==> src/rtl/mlfq_pkg.sv <==
// Shared constants, types and slot addressing for the feedback queue scheduler.
package mlfq_pkg;

    localparam int LEVELS      = 3;
    localparam int QUEUE_DEPTH = 16;
    localparam int SLOTS       = LEVELS * QUEUE_DEPTH;
    localparam int AW          = $clog2(SLOTS);
    localparam int HW          = (QUEUE_DEPTH > 1) ? $clog2(QUEUE_DEPTH) : 1;
    localparam int CW          = $clog2(QUEUE_DEPTH + 1);
    localparam int LW          = 2;
    localparam int IDW         = 8;
    localparam int WKW         = 17;
    localparam int TWW         = 16;
    localparam int WTW         = 16;
    localparam int SLW         = 10;
    localparam int THW         = 16;
    localparam int PCW         = 6;
    localparam int TLW         = 3;
    localparam int CFG_IW      = 3;
    localparam int CFG_DW      = 16;

    localparam logic [1:0] ST_OK        = 2'd0;
    localparam logic [1:0] ST_BAD_LEVEL = 2'd1;
    localparam logic [1:0] ST_FULL      = 2'd2;
    localparam logic [1:0] ST_EMPTY     = 2'd3;

    localparam logic OP_ADD      = 1'b0;
    localparam logic OP_DISPATCH = 1'b1;

    localparam logic [CFG_IW-1:0] REG_SLICE0 = 3'd0;
    localparam logic [CFG_IW-1:0] REG_SLICE1 = 3'd1;
    localparam logic [CFG_IW-1:0] REG_SLICE2 = 3'd2;
    localparam logic [CFG_IW-1:0] REG_THRESH = 3'd3;

    localparam logic [SLW-1:0] SLICE0_RST = 10'd10;
    localparam logic [SLW-1:0] SLICE1_RST = 10'd20;
    localparam logic [SLW-1:0] SLICE2_RST = 10'd40;
    localparam logic [THW-1:0] THRESH_RST = 16'd50;

    typedef struct packed {
        logic [IDW-1:0]        id;
        logic signed [WKW-1:0] work;
        logic [WTW-1:0]        wait_time;
    } t_entry;

    localparam int EW = $bits(t_entry);

    // memory slot of entry k behind the head of a level
    function automatic logic [AW-1:0] slot_addr(input logic [LW-1:0] lvl,
                                                input logic [HW-1:0] head,
                                                input logic [CW-1:0] k);
        logic [CW:0] sum;
        logic [CW:0] off;
        sum = (CW+1)'(head) + (CW+1)'(k);
        off = (sum >= (CW+1)'(QUEUE_DEPTH)) ? sum - (CW+1)'(QUEUE_DEPTH) : sum;
        return AW'(lvl) * AW'(QUEUE_DEPTH) + AW'(off);
    endfunction

    function automatic logic [HW-1:0] head_inc(input logic [HW-1:0] head);
        logic [HW:0] nx;
        nx = (HW+1)'(head) + (HW+1)'(1);
        return (nx == (HW+1)'(QUEUE_DEPTH)) ? '0 : nx[HW-1:0];
    endfunction

endpackage

==> src/rtl/multilevel_feedback_queue_scheduler.sv <==
// Top level: three-level feedback queue scheduler with a sequenced task store.
//
//  channel | dir | handshake                  | payload
//  in      | in  | i_in_valid / o_in_stall    | i_op, i_task_id, i_task_work, i_task_level
//  out     | out | o_out_valid / i_out_stall  | o_status .. o_promoted_count
//  cfg     | in  | i_cfg_valid / o_cfg_ready  | i_cfg_index, i_cfg_data
//
// Add goes from idle straight to the finish state. Dispatch reads the head, then
// ages each task in levels 1..2 with a read state and a write state, then scans them
// for promotion the same way, walking the task store one entry at a time.
// Reset is synchronous and empties all queues; store contents are not cleared.
// o_in_stall is high while an item is in work or its result cannot be loaded.
module multilevel_feedback_queue_scheduler
    import mlfq_pkg::*;
(
    input  logic                  i_clk,
    input  logic                  i_rst_n,
    input  logic                  i_in_valid,
    output logic                  o_in_stall,
    input  logic                  i_op,
    input  logic [IDW-1:0]        i_task_id,
    input  logic [TWW-1:0]        i_task_work,
    input  logic [TLW-1:0]        i_task_level,
    output logic                  o_out_valid,
    input  logic                  i_out_stall,
    output logic [1:0]            o_status,
    output logic [IDW-1:0]        o_ran_id,
    output logic [LW-1:0]         o_ran_level,
    output logic [SLW-1:0]        o_slice_used,
    output logic signed [WKW-1:0] o_work_left,
    output logic                  o_finished,
    output logic [LW-1:0]         o_new_level,
    output logic [PCW-1:0]        o_promoted_count,
    input  logic                  i_cfg_valid,
    output logic                  o_cfg_ready,
    input  logic [CFG_IW-1:0]     i_cfg_index,
    input  logic [CFG_DW-1:0]     i_cfg_data
);

    typedef enum logic [2:0] {
        S_IDLE, S_HEAD, S_AGE_RD, S_AGE_WR, S_PRO_RD, S_PRO_WR, S_FIN
    } t_state;

    t_state r_state, n_state;

    logic [HW-1:0] r_head [LEVELS];
    logic [HW-1:0] n_head [LEVELS];
    logic [CW-1:0] r_count [LEVELS];
    logic [CW-1:0] n_count [LEVELS];

    logic [SLW-1:0] r_slice0, r_slice1, r_slice2;
    logic [THW-1:0] r_thresh;

    logic [1:0]            r_status, n_status;
    logic [IDW-1:0]        r_rid, n_rid;
    logic [LW-1:0]         r_lvl, n_lvl;
    logic [SLW-1:0]        r_slice, n_slice;
    logic signed [WKW-1:0] r_left, n_left;
    logic                  r_done, n_done;
    logic [LW-1:0]         r_newl, n_newl;
    logic [PCW-1:0]        r_promoted, n_promoted;
    logic [LW-1:0]         r_i, n_i;
    logic [CW-1:0]         r_k, n_k;
    logic [CW-1:0]         r_n, n_n;
    logic [CW-1:0]         r_kept, n_kept;

    logic                  r_out_valid, n_out_valid;
    logic [1:0]            r_o_status;
    logic [IDW-1:0]        r_o_rid;
    logic [LW-1:0]         r_o_lvl;
    logic [SLW-1:0]        r_o_slice;
    logic signed [WKW-1:0] r_o_left;
    logic                  r_o_done;
    logic [LW-1:0]         r_o_newl;
    logic [PCW-1:0]        r_o_promoted;
    logic                  load_out;

    logic          ram_we;
    logic [AW-1:0] ram_waddr, ram_raddr;
    t_entry        ram_wdata, rd;

    mlfq_ram #(.WIDTH(EW), .DEPTH(SLOTS)) u_store (
        .i_clk   (i_clk),
        .i_we    (ram_we),
        .i_waddr (ram_waddr),
        .i_wdata (ram_wdata),
        .i_raddr (ram_raddr),
        .o_rdata (rd)
    );

    always_comb begin
        logic [LW-1:0]         fl;
        logic                  found;
        logic [LW-1:0]         lv;
        logic [SLW-1:0]        sl;
        logic signed [WKW-1:0] lf;
        logic                  dn;
        logic [LW-1:0]         nl;
        logic [WTW:0]          ws;
        logic [LW-1:0]         up;

        n_state    = r_state;
        n_head     = r_head;
        n_count    = r_count;
        n_status   = r_status;
        n_rid      = r_rid;
        n_lvl      = r_lvl;
        n_slice    = r_slice;
        n_left     = r_left;
        n_done     = r_done;
        n_newl     = r_newl;
        n_promoted = r_promoted;
        n_i        = r_i;
        n_k        = r_k;
        n_n        = r_n;
        n_kept     = r_kept;
        ram_we     = 1'b0;
        ram_waddr  = '0;
        ram_wdata  = '0;
        ram_raddr  = '0;
        load_out   = 1'b0;
        n_out_valid = r_out_valid & i_out_stall;

        fl    = '0;
        found = 1'b0;
        for (int l = LEVELS - 1; l >= 0; l--) begin
            if (r_count[l] != '0) begin
                fl    = LW'(l);
                found = 1'b1;
            end
        end

        lv = i_task_level[LW-1:0];
        sl = (r_lvl == LW'(0)) ? r_slice0 : (r_lvl == LW'(1)) ? r_slice1 : r_slice2;
        lf = rd.work - $signed({{(WKW-SLW){1'b0}}, sl});
        dn = (lf <= $signed(WKW'(0)));
        nl = r_lvl;
        ws = {1'b0, rd.wait_time} + (WTW+1)'(r_slice);
        up = r_i - LW'(1);

        unique case (r_state)
            S_IDLE: begin
                if (i_in_valid) begin
                    n_rid      = '0;
                    n_lvl      = '0;
                    n_slice    = '0;
                    n_left     = '0;
                    n_done     = 1'b0;
                    n_newl     = '0;
                    n_promoted = '0;
                    n_status   = ST_OK;
                    n_state    = S_FIN;
                    if (i_op == OP_ADD) begin
                        if (i_task_level >= TLW'(LEVELS)) begin
                            n_status = ST_BAD_LEVEL;
                        end else if (r_count[lv] >= CW'(QUEUE_DEPTH)) begin
                            n_status = ST_FULL;
                        end else begin
                            ram_we    = 1'b1;
                            ram_waddr = slot_addr(lv, r_head[lv], r_count[lv]);
                            ram_wdata = '{id: i_task_id,
                                          work: $signed({1'b0, i_task_work}),
                                          wait_time: '0};
                            n_count[lv] = r_count[lv] + CW'(1);
                        end
                    end else if (!found) begin
                        n_status = ST_EMPTY;
                    end else begin
                        n_lvl     = fl;
                        ram_raddr = slot_addr(fl, r_head[fl], '0);
                        n_state   = S_HEAD;
                    end
                end
            end
            S_HEAD: begin
                n_rid   = rd.id;
                n_slice = sl;
                n_left  = lf;
                n_done  = dn;
                n_head[r_lvl]  = head_inc(r_head[r_lvl]);
                n_count[r_lvl] = r_count[r_lvl] - CW'(1);
                if (!dn) begin
                    if (int'(r_lvl) + 1 < LEVELS) begin
                        nl = r_lvl + LW'(1);
                    end
                    if (n_count[nl] >= CW'(QUEUE_DEPTH)) begin
                        nl = r_lvl;
                    end
                    ram_we    = 1'b1;
                    ram_waddr = slot_addr(nl, n_head[nl], n_count[nl]);
                    ram_wdata = '{id: rd.id, work: lf, wait_time: rd.wait_time};
                    n_count[nl] = n_count[nl] + CW'(1);
                end
                n_newl  = dn ? '0 : nl;
                n_i     = LW'(1);
                n_k     = '0;
                n_state = S_AGE_RD;
            end
            S_AGE_RD: begin
                if (r_k >= r_count[r_i]) begin
                    n_k = '0;
                    if (r_i == LW'(LEVELS - 1)) begin
                        n_i     = LW'(1);
                        n_n     = r_count[1];
                        n_kept  = '0;
                        n_state = S_PRO_RD;
                    end else begin
                        n_i = r_i + LW'(1);
                    end
                end else begin
                    ram_raddr = slot_addr(r_i, r_head[r_i], r_k);
                    n_state   = S_AGE_WR;
                end
            end
            S_AGE_WR: begin
                ram_we    = 1'b1;
                ram_waddr = slot_addr(r_i, r_head[r_i], r_k);
                ram_wdata = '{id: rd.id, work: rd.work,
                              wait_time: ws[WTW] ? '1 : ws[WTW-1:0]};
                n_k       = r_k + CW'(1);
                n_state   = S_AGE_RD;
            end
            S_PRO_RD: begin
                if (r_k >= r_n) begin
                    n_count[r_i] = r_kept;
                    n_k          = '0;
                    n_kept       = '0;
                    if (r_i == LW'(LEVELS - 1)) begin
                        n_state = S_FIN;
                    end else begin
                        n_i = r_i + LW'(1);
                        n_n = r_count[r_i + LW'(1)];
                    end
                end else begin
                    ram_raddr = slot_addr(r_i, r_head[r_i], r_k);
                    n_state   = S_PRO_WR;
                end
            end
            S_PRO_WR: begin
                ram_we = 1'b1;
                if (rd.wait_time >= r_thresh && r_count[up] < CW'(QUEUE_DEPTH)) begin
                    ram_waddr   = slot_addr(up, r_head[up], r_count[up]);
                    ram_wdata   = '{id: rd.id, work: rd.work, wait_time: '0};
                    n_count[up] = r_count[up] + CW'(1);
                    n_promoted  = r_promoted + PCW'(1);
                end else begin
                    // kept tasks compact toward the head in queue order
                    ram_waddr = slot_addr(r_i, r_head[r_i], r_kept);
                    ram_wdata = rd;
                    n_kept    = r_kept + CW'(1);
                end
                n_k     = r_k + CW'(1);
                n_state = S_PRO_RD;
            end
            S_FIN: begin
                if (!r_out_valid || !i_out_stall) begin
                    load_out    = 1'b1;
                    n_out_valid = 1'b1;
                    n_state     = S_IDLE;
                end
            end
            default: n_state = S_IDLE;
        endcase
    end

    always_ff @(posedge i_clk) begin
        if (!i_rst_n) begin
            r_state     <= S_IDLE;
            r_out_valid <= 1'b0;
            r_slice0    <= SLICE0_RST;
            r_slice1    <= SLICE1_RST;
            r_slice2    <= SLICE2_RST;
            r_thresh    <= THRESH_RST;
            for (int l = 0; l < LEVELS; l++) begin
                r_head[l]  <= '0;
                r_count[l] <= '0;
            end
        end else begin
            r_state     <= n_state;
            r_out_valid <= n_out_valid;
            r_head      <= n_head;
            r_count     <= n_count;
            if (i_cfg_valid) begin
                unique case (i_cfg_index)
                    REG_SLICE0: r_slice0 <= i_cfg_data[SLW-1:0];
                    REG_SLICE1: r_slice1 <= i_cfg_data[SLW-1:0];
                    REG_SLICE2: r_slice2 <= i_cfg_data[SLW-1:0];
                    REG_THRESH: r_thresh <= i_cfg_data[THW-1:0];
                    default: ;
                endcase
            end
        end
        r_status   <= n_status;
        r_rid      <= n_rid;
        r_lvl      <= n_lvl;
        r_slice    <= n_slice;
        r_left     <= n_left;
        r_done     <= n_done;
        r_newl     <= n_newl;
        r_promoted <= n_promoted;
        r_i        <= n_i;
        r_k        <= n_k;
        r_n        <= n_n;
        r_kept     <= n_kept;
        if (load_out) begin
            r_o_status   <= r_status;
            r_o_rid      <= r_rid;
            r_o_lvl      <= r_lvl;
            r_o_slice    <= r_slice;
            r_o_left     <= r_left;
            r_o_done     <= r_done;
            r_o_newl     <= r_newl;
            r_o_promoted <= r_promoted;
        end
    end

    assign o_in_stall       = (r_state != S_IDLE);
    assign o_cfg_ready      = 1'b1;
    assign o_out_valid      = r_out_valid;
    assign o_status         = r_o_status;
    assign o_ran_id         = r_o_rid;
    assign o_ran_level      = r_o_lvl;
    assign o_slice_used     = r_o_slice;
    assign o_work_left      = r_o_left;
    assign o_finished       = r_o_done;
    assign o_new_level      = r_o_newl;
    assign o_promoted_count = r_o_promoted;

endmodule

==> src/rtl/mlfq_ram.sv <==
// Generic single write, single registered read port RAM.
module mlfq_ram #(
    parameter int WIDTH = 8,
    parameter int DEPTH = 16
) (
    input  logic                     i_clk,
    input  logic                     i_we,
    input  logic [$clog2(DEPTH)-1:0] i_waddr,
    input  logic [WIDTH-1:0]         i_wdata,
    input  logic [$clog2(DEPTH)-1:0] i_raddr,
    output logic [WIDTH-1:0]         o_rdata
);

    logic [WIDTH-1:0] r_mem [DEPTH];
    logic [WIDTH-1:0] r_rdata;

    always_ff @(posedge i_clk) begin
        if (i_we) begin
            r_mem[i_waddr] <= i_wdata;
        end
        r_rdata <= r_mem[i_raddr];
    end

    assign o_rdata = r_rdata;

endmodule

==> config.mk <==
export PLATFORM = sky130hd
export DESIGN_NAME = multilevel_feedback_queue_scheduler
export DESIGN_NICKNAME = d
export VERILOG_FILES = /design/src/rtl/mlfq_pkg.sv /design/src/rtl/multilevel_feedback_queue_scheduler.sv /design/src/rtl/mlfq_ram.sv
export SDC_FILE = /design/constraint.sdc
export NUM_CORES = 2
export LEC_CHECK = 0
export ABC_AREA = 1
export BUFFER_PORTS_ARGS = -buffer_cell sky130_fd_sc_hd__buf_2
export CAP_MARGIN = 40
export CORE_MARGIN = 3
export CORE_UTILIZATION = 40
export CTS_CLUSTER_DIAMETER = 120
export DETAILED_ROUTE_END_ITERATION = 10
export HOLD_SLACK_MARGIN = 0.06
export SYNTH_ARGS = -nofsm -noshare
export SYNTH_HDL_FRONTEND = slang
export SYNTH_SLANG_ARGS = --single-unit
==> constraint.sdc <==
create_clock -name i_clk -period 6.85 [get_ports i_clk]
set_input_delay 0.3425 -clock i_clk [delete_from_list [all_inputs] [get_ports i_clk]]
set_output_delay 0.3425 -clock i_clk [all_outputs]
set_load 0.1 [all_outputs]
* Yosys cells after proc, flatten, opt, wreduce, memory -nomap -nowiden
Memory sizes are Yosys's and may differ from the RTL's. A register that Yosys moved wholly into a read port is not among the register bits.
Cells that the tools add are included.
** Storage, ports and cells
- Register bits :: 190
- Bits in writable memories :: 1968
- Input port bits :: 52
- Output and inout bits :: 51
- Logic and storage cells :: 328
- Memories :: 1
** Operators by class
- Add/subtract/negate cells :: 31
- Magnitude comparators :: 28
- Eq/ne operators :: 25
- Mux-type cells :: 163
- Bitwise operators :: 9
- Reduce and logical (&&, ||, !) cells :: 39
** Memory list
- u_store.r_mem :: depth 48, width 41, rd ports 1, clocked after memory_dff 1, wr ports 1, RTL line mlfq_ram.sv:14 : logic [WIDTH-1:0] r_mem [DEPTH];
** Operators by type and width (count)
- 41-bit 2-to-1 mux :: 5
- 41-bit case mux with 4 select lines :: 1
- 5-bit 2-to-1 mux :: 28
- 6-bit 2-to-1 mux :: 19
- 15-bit 2-to-1 mux :: 7
- 15-bit bitwise mux :: 5
- 5-bit binary-select mux with 2-bit select :: 7
- 15-bit case mux with 4 select lines :: 1
- 4-bit 2-to-1 mux :: 14
- 5-bit demux with 2-bit select :: 5
- 4-bit binary-select mux with 2-bit select :: 6
- 2-bit 2-to-1 mux :: 19
- 6-bit adder :: 6
- 17-bit case mux with 2 select lines :: 1
- 16-bit 2-to-1 mux :: 2
- 4-bit by 5-bit adder with 6-bit output :: 5
- 6-bit by 5-bit greater-or-equal comparator with 1-bit output, second input constant :: 5
- 10-bit 2-to-1 mux :: 3
- 6-bit by 5-bit subtractor with 6-bit output, second input constant :: 5
- 5-bit by 1-bit adder with 5-bit output, second input constant :: 5
- 3-bit greater-or-equal comparator, second input constant :: 8
- 3-bit 2-to-1 mux :: 8
- 2-bit NOT with 3-bit output :: 8
- 6-bit case mux with 4 select lines :: 1
- 59 further kinds :: 121

* Depth between registers and ports, before layout
- Word-level depth :: 25
- Depth in mapped cells :: 34
- Gate-level depth less buffers :: 33

* By module
Synthesis repeated with hierarchy kept, for this count alone.
** Second synthesis, totals
- Cells, all modules :: 8263
- Area, all modules :: 92839.0 µm²
** Modules (own cells, without submodules)
- mlfq_ram :: times used 1, cells each 6450, area each 79483.7 µm², seq. area each 59917.5 µm²
- multilevel_feedback_queue_scheduler :: times used 1, cells each 1813, area each 13355.3 µm², seq. area each 4934.7 µm²

* Worst setup path after synthesis
OpenSTA, ideal clock, no wires.
- Kind :: reg2reg
- Start :: register r_i[0]
- End :: memory u_store.r_mem[10][0] in the netlist's numbering (enable)
- Setup time :: 0.440 ns
- Arrival :: 6.540 ns
- Required time :: 6.410 ns
- Setup slack :: -0.130 ns
- Stages on the path, launching flop included :: 23
- Buffers on the path :: 4
- Period minus slack after synthesis :: 6.980 ns
- Cell sequence :: edfxtp_1 > inv_1 > clkbuf_1 > clkbuf_1 > ha_1 > clkbuf_1 > inv_1 > clkbuf_1 > a21oi_1 > o21ai_0 > o31ai_1 > ha_1 > fa_1 > nand2_1 > nand2_1 > a21oi_1 > nor2_1 > ha_1 > xor2_1 > xor2_1 > a2111oi_4 > nand4_4 > nor2_1
** Between the ends
- Word-level cells in the longest chain between the ends :: 11
- Elaborated cells on any way between the ends :: 31
- Classes of those cells :: add/sub (10); order compare (4); mux (14); bitwise (2); reduce/logical (1)
** Ends and longest elaborated chain
- from (decl) :: RTL line multilevel_feedback_queue_scheduler.sv:62 : logic [LW-1:0] r_i, n_i;
- from (signal assigned) :: RTL line multilevel_feedback_queue_scheduler.sv:301 : r_i <= n_i;
- 2-bit by 1-bit subtractor with 2-bit output :: RTL line multilevel_feedback_queue_scheduler.sv:139 : up = r_i - LW'(1);
- 2-bit NOT with 3-bit output (not written as such) :: RTL line multilevel_feedback_queue_scheduler.sv:241, multilevel_feedback_queue_scheduler.sv:242
- 4-bit binary-select mux with 2-bit select or 5-bit binary-select mux with 2-bit select (tied branches) :: RTL line multilevel_feedback_queue_scheduler.sv:242, multilevel_feedback_queue_scheduler.sv:241
- 4-bit 2-to-1 mux (not written as such) or 5-bit 2-to-1 mux (tied branches) (2 in series) :: RTL line multilevel_feedback_queue_scheduler.sv:242, multilevel_feedback_queue_scheduler.sv:241
- 4-bit by 5-bit adder with 6-bit output :: RTL line mlfq_pkg.sv:54 : sum = (CW+1)'(head) + (CW+1)'(k);
- 6-bit by 5-bit subtractor with 6-bit output or 6-bit by 5-bit greater-or-equal comparator with 1-bit output (tied branches) :: RTL line mlfq_pkg.sv:55 : off = (sum >= (CW+1)'(QUEUE_DEPTH)) ? sum - (CW+1)'(QUEUE_DEPTH) : sum;
- 6-bit 2-to-1 mux :: RTL line mlfq_pkg.sv:55
- 6-bit adder :: RTL line mlfq_pkg.sv:56 : return AW'(lvl) * AW'(QUEUE_DEPTH) + AW'(off);
- 6-bit 2-to-1 mux :: RTL line multilevel_feedback_queue_scheduler.sv:241 : if (rd.wait_time >= r_thresh && r_count[up] < CW'(QUEUE_DEPTH)) begin
- 6-bit case mux with 4 select lines (*) :: RTL line multilevel_feedback_queue_scheduler.sv:141 : unique case (r_state)
- to (decl) :: RTL line mlfq_ram.sv:14
Mark *: on every way between the ends. The rest lies on a longest branch, timed or not. The select of a mux whose other input is x is not followed.

* Final worst setup path
- Start :: register r_lvl[0]
- End :: memory u_store.r_mem[7][3] in the netlist's numbering (enable)
** Between the ends
- Word-level cells in the longest chain between the ends :: 23
- Elaborated cells on any way between the ends :: 58
- Classes of those cells :: add/sub (8); order compare (6); eq/ne (2); mux (37); bitwise (3); reduce/logical (2)
** Ends and longest elaborated chain
- from (decl) :: RTL line multilevel_feedback_queue_scheduler.sv:56 : logic [LW-1:0] r_lvl, n_lvl;
- from (signal assigned) :: RTL line multilevel_feedback_queue_scheduler.sv:295 : r_lvl <= n_lvl;
- 2-bit NOT with 3-bit output (not written as such) or 2-bit by 1-bit adder with 3-bit output (tied branches) :: RTL line multilevel_feedback_queue_scheduler.sv:180, multilevel_feedback_queue_scheduler.sv:181, multilevel_feedback_queue_scheduler.sv:183
- 5-bit binary-select mux with 2-bit select, or another cell as far along :: RTL line multilevel_feedback_queue_scheduler.sv:181 : n_count[r_lvl] = r_count[r_lvl] - CW'(1);
- 5-bit 2-to-1 mux (not written as such), or another cell as far along :: RTL line multilevel_feedback_queue_scheduler.sv:181
- 5-bit 2-to-1 mux (not written as such) or 2-bit 2-to-1 mux (tied branches) :: RTL line multilevel_feedback_queue_scheduler.sv:181, multilevel_feedback_queue_scheduler.sv:182
- 5-bit by 1-bit subtractor with 5-bit output, or another cell as far along :: RTL line multilevel_feedback_queue_scheduler.sv:181
- 15-bit bitwise mux or 2-bit NOT with 3-bit output (tied branches) :: RTL line multilevel_feedback_queue_scheduler.sv:181, multilevel_feedback_queue_scheduler.sv:186
- 5-bit binary-select mux with 2-bit select :: RTL line multilevel_feedback_queue_scheduler.sv:186 : if (n_count[nl] >= CW'(QUEUE_DEPTH)) begin
- 5-bit 2-to-1 mux (not written as such) (2 in series) :: RTL line multilevel_feedback_queue_scheduler.sv:186
- [5 not listed]
- 4-bit binary-select mux with 2-bit select or 5-bit binary-select mux with 2-bit select (tied branches) :: RTL line multilevel_feedback_queue_scheduler.sv:190 : ram_waddr = slot_addr(nl, n_head[nl], n_count[nl]);
- 4-bit 2-to-1 mux (not written as such) or 5-bit 2-to-1 mux (tied branches) (2 in series) :: RTL line multilevel_feedback_queue_scheduler.sv:190
- 4-bit by 5-bit adder with 6-bit output :: RTL line mlfq_pkg.sv:54
- 6-bit by 5-bit subtractor with 6-bit output or 6-bit by 5-bit greater-or-equal comparator with 1-bit output (tied branches) :: RTL line mlfq_pkg.sv:55
- 6-bit 2-to-1 mux :: RTL line mlfq_pkg.sv:55
- 6-bit adder :: RTL line mlfq_pkg.sv:56
- 6-bit 2-to-1 mux :: RTL line multilevel_feedback_queue_scheduler.sv:182 : if (!dn) begin
- 6-bit case mux with 4 select lines :: RTL line multilevel_feedback_queue_scheduler.sv:141
Parallel ways exist; a longest one is shown, timed or not. The select of a mux whose other input is x is not followed.

==> flow_summary.ini <==
[drt]
ant_nets = 0
firstDrtPassIters = 6
vias = 61766
drc = 0
postRouteWirelength_mm = 282.4
drtIter0Drc = 7098
wl_per_cell_um = 26.51
via_per_inst = 5.800

[pwr]
vdd_ir_drop_max_mv = 0.5074
power.total_mw = 54.26
p_leak_nw = 35.29
power.density_nw_per_um2 = 514.7

[yosys]
synth_cells = 7297
syn_nets = 7444
ys.warnings.count = 0
yosysUniqueCellTypes = 63
yosysSeqAreaShare_pct = 70.29
synthTopCellsByCount = 2,081 x edfxtp_1, 865 x o21ai_0, 829 x nor2_1
synth_top_area_share_pct = 67.73
synth.largest_area_cell = edfxtp_1
synth_edf_count = 2081
synth.most_common_cell = edfxtp_1
synth_async_sr_flop_share_pct = 0
yosys-top-cells-area = edfxtp_1 68%, o211ai_1 5.4%, o21ai_0 4.7%
synth.ff_latch_count = 2199
avgSynthCellArea_um2 = 12.64
synth_ff_type = edfxtp_1
mappedNetlistArea_um2 = 92260

[die]
dieWidth_um = 486.3
die_area_um2 = 236500
io-pin-count = 103
num_rows = 175
fp.coreArea_um2 = 228400
initial_utilization_pct = 40.40
die_h_um = 486.3

[global_routing]
antenna_found_initial = 11
grt_pass1_vias = 59363
grt_pass1_wl_mm = 413.0
overflow = 0
grt_max_degree = 150
grt_usage_pct = 23.38

[placed_design]
io_buffer_count = 101
placed_area_um2 = 97980
hpwlAfterDp_mm = 171.3
dp_slack_ps = 446.6
gp_congestion = 0.9210
place_inst = 10187

[worst_setup_path]
worstSetupEndpointType = register
startpoint_type = register
path_class = register to register
critical_path_arrival_ps = 6800
worst_path_most_repeated_cell = nand2_1
crit_family = simple AND/OR/NAND/NOR gates
crit_cells = 32
worst-path-buf-inv = 6
reg2regPathDepth = 32
cpPeakStageDelay_ps = 470
path_max_fanout = 41
required_ps = 7360
critPathSlowestCell = edfxtp_1

[layout]
nets = 7588
area_growth_syn_to_layout_pct = 14.27
fill_cells = 20296
stdcell_area_um2 = 105400
drive_above_1_share_pct = 16.08
layoutNonFillerInstCount = 10649
fin_util_pct = 46.17

[sta]
clock-skew-final_ps = 77.02
maxSlewHeadroom_pct = 41.92
fin_setup_tns_ps = 0
setup_viol = 0
finalHoldViolCount = 0
setup_slack_ps = 563.7
worst_hold_slack_ps = 129.4
fmax_mhz = 159.1
rsz0062_at_grt = false
worst_pin_slew_ps = 871.2
period_needed_ps = 6286
fin_crit_sh_pct = 91.77
slew_viol_final = 0

[outcome]
outcome = complete, no violations

[clock_network]
cts_max_level = 4
clk_latency_ps = 890
cts_tree = yes
cts_max_path_buffers = 3
path_clk_slew_ps = 60
numCtsBuffers = 223
clock_sinks = 2199
cts_root_buf = clkbuf_16

[worst_hold_path]
min_path_type = input port to register
hold_depth = 3

[job]
maxCapViolations = 0
[final cells by class]
type / count / area, um^2 / area share [%]
Timing Repair Buffer: 393 / 3747 / 3.554
Multi-Input combinational cell: 4364 / 24980 / 23.70
Clock buffer: 288 / 5964 / 5.657
Inverter: 260 / 1012 / 0.9601
Antenna cell: 5 / 12.51 / 0.01187
Clock inverter: 131 / 1095 / 1.038
Tap cell: 3009 / 3765 / 3.571
Sequential cell: 2199 / 64850 / 61.51
[sequential cells by signal, summed over array words and instances (netlist names), 6 cells and up, named ones only]
name,count
r_slice,10
o_slice_used,10
u_store.o_rdata,41
o_ran_id,8
r_slice2,10
o_work_left,17
r_left,17
o_promoted_count,6
u_store.r_mem,1968
r_slice0,10
r_thresh,16
r_slice1,10
r_rid,8
r_promoted,6
r_head,12
[cell usage in the layout (no fill, tap or decap), drive strengths merged, types with 31 or more instances in the layout]
master	Yosys	final
o221ai	167	167
o21ai	871	871
inv	252	263
buf	138	362
o211ai	668	668
dfxtp	118	118
or2	416	416
nand3	483	483
ha	88	88
clkbuf	336	288
clkinv	8	114
a21oi	166	166
nand2	497	497
edfxtp	2081	2081
nor2	842	842
dlygate4sd3	0	31
[path summary, 6_finish.rpt]
kind                  start                   to  slack, ps
setup / recovery   r_lvl[0]  u_store.r_mem[7][3]        560
hold reg to reg   r_left[5]       o_work_left[5]        410
setup reg to reg   r_lvl[0]  u_store.r_mem[7][3]        560
hold / removal         i_op          r_status[1]        130
[cells by family (layout without fill, tap and decap cells)]
group                      count (synthesis)  count (layout)  share of synthesized area, %
AOI/OAI and AO/OA                       1951            1951                         13.35
buffers and inverters                    734            1072                         3.183
xor gates and xnor gates                  45              45                        0.4272
adders and majority gates                 95              95                         1.345
and+or+nand+nor                         2272            2272                         11.40
DFF                                     2199            2199                         70.29
other                                      1               6                      0.004065
[metal layers]
metal | part of all wire, % | track usage (%) | vias to the layer above
li1 | - | - | 27608
met1 | 42 | 32.60 | 30990
met2 | 47 | 37.16 | 2742
met3 | 7.9 | 3.917 | 418
met4 | 3.4 | 7.976 | 8
met5 | 0.019 | 0 | -
[tightest hold or removal path, stage by stage]
cell	delay, ps
buf_2	80
inv_1	150
o22ai_1	240
[what timing repair did]
action,in CTS,in global routing
endpoints found under the setup margin,0,127
hold endpoints to repair,65,0
hold buffers,31,0
buffers inserted,0,7
gates resized for setup,0,0
[power breakdown]
part	switching [mW]	internal [mW]
sequential	0.501	16.6
combinational	18.5	6.89
clock	5.21	6.57
total	24.2	30.1
No activity file was read; power rests on OpenSTA's default activity.
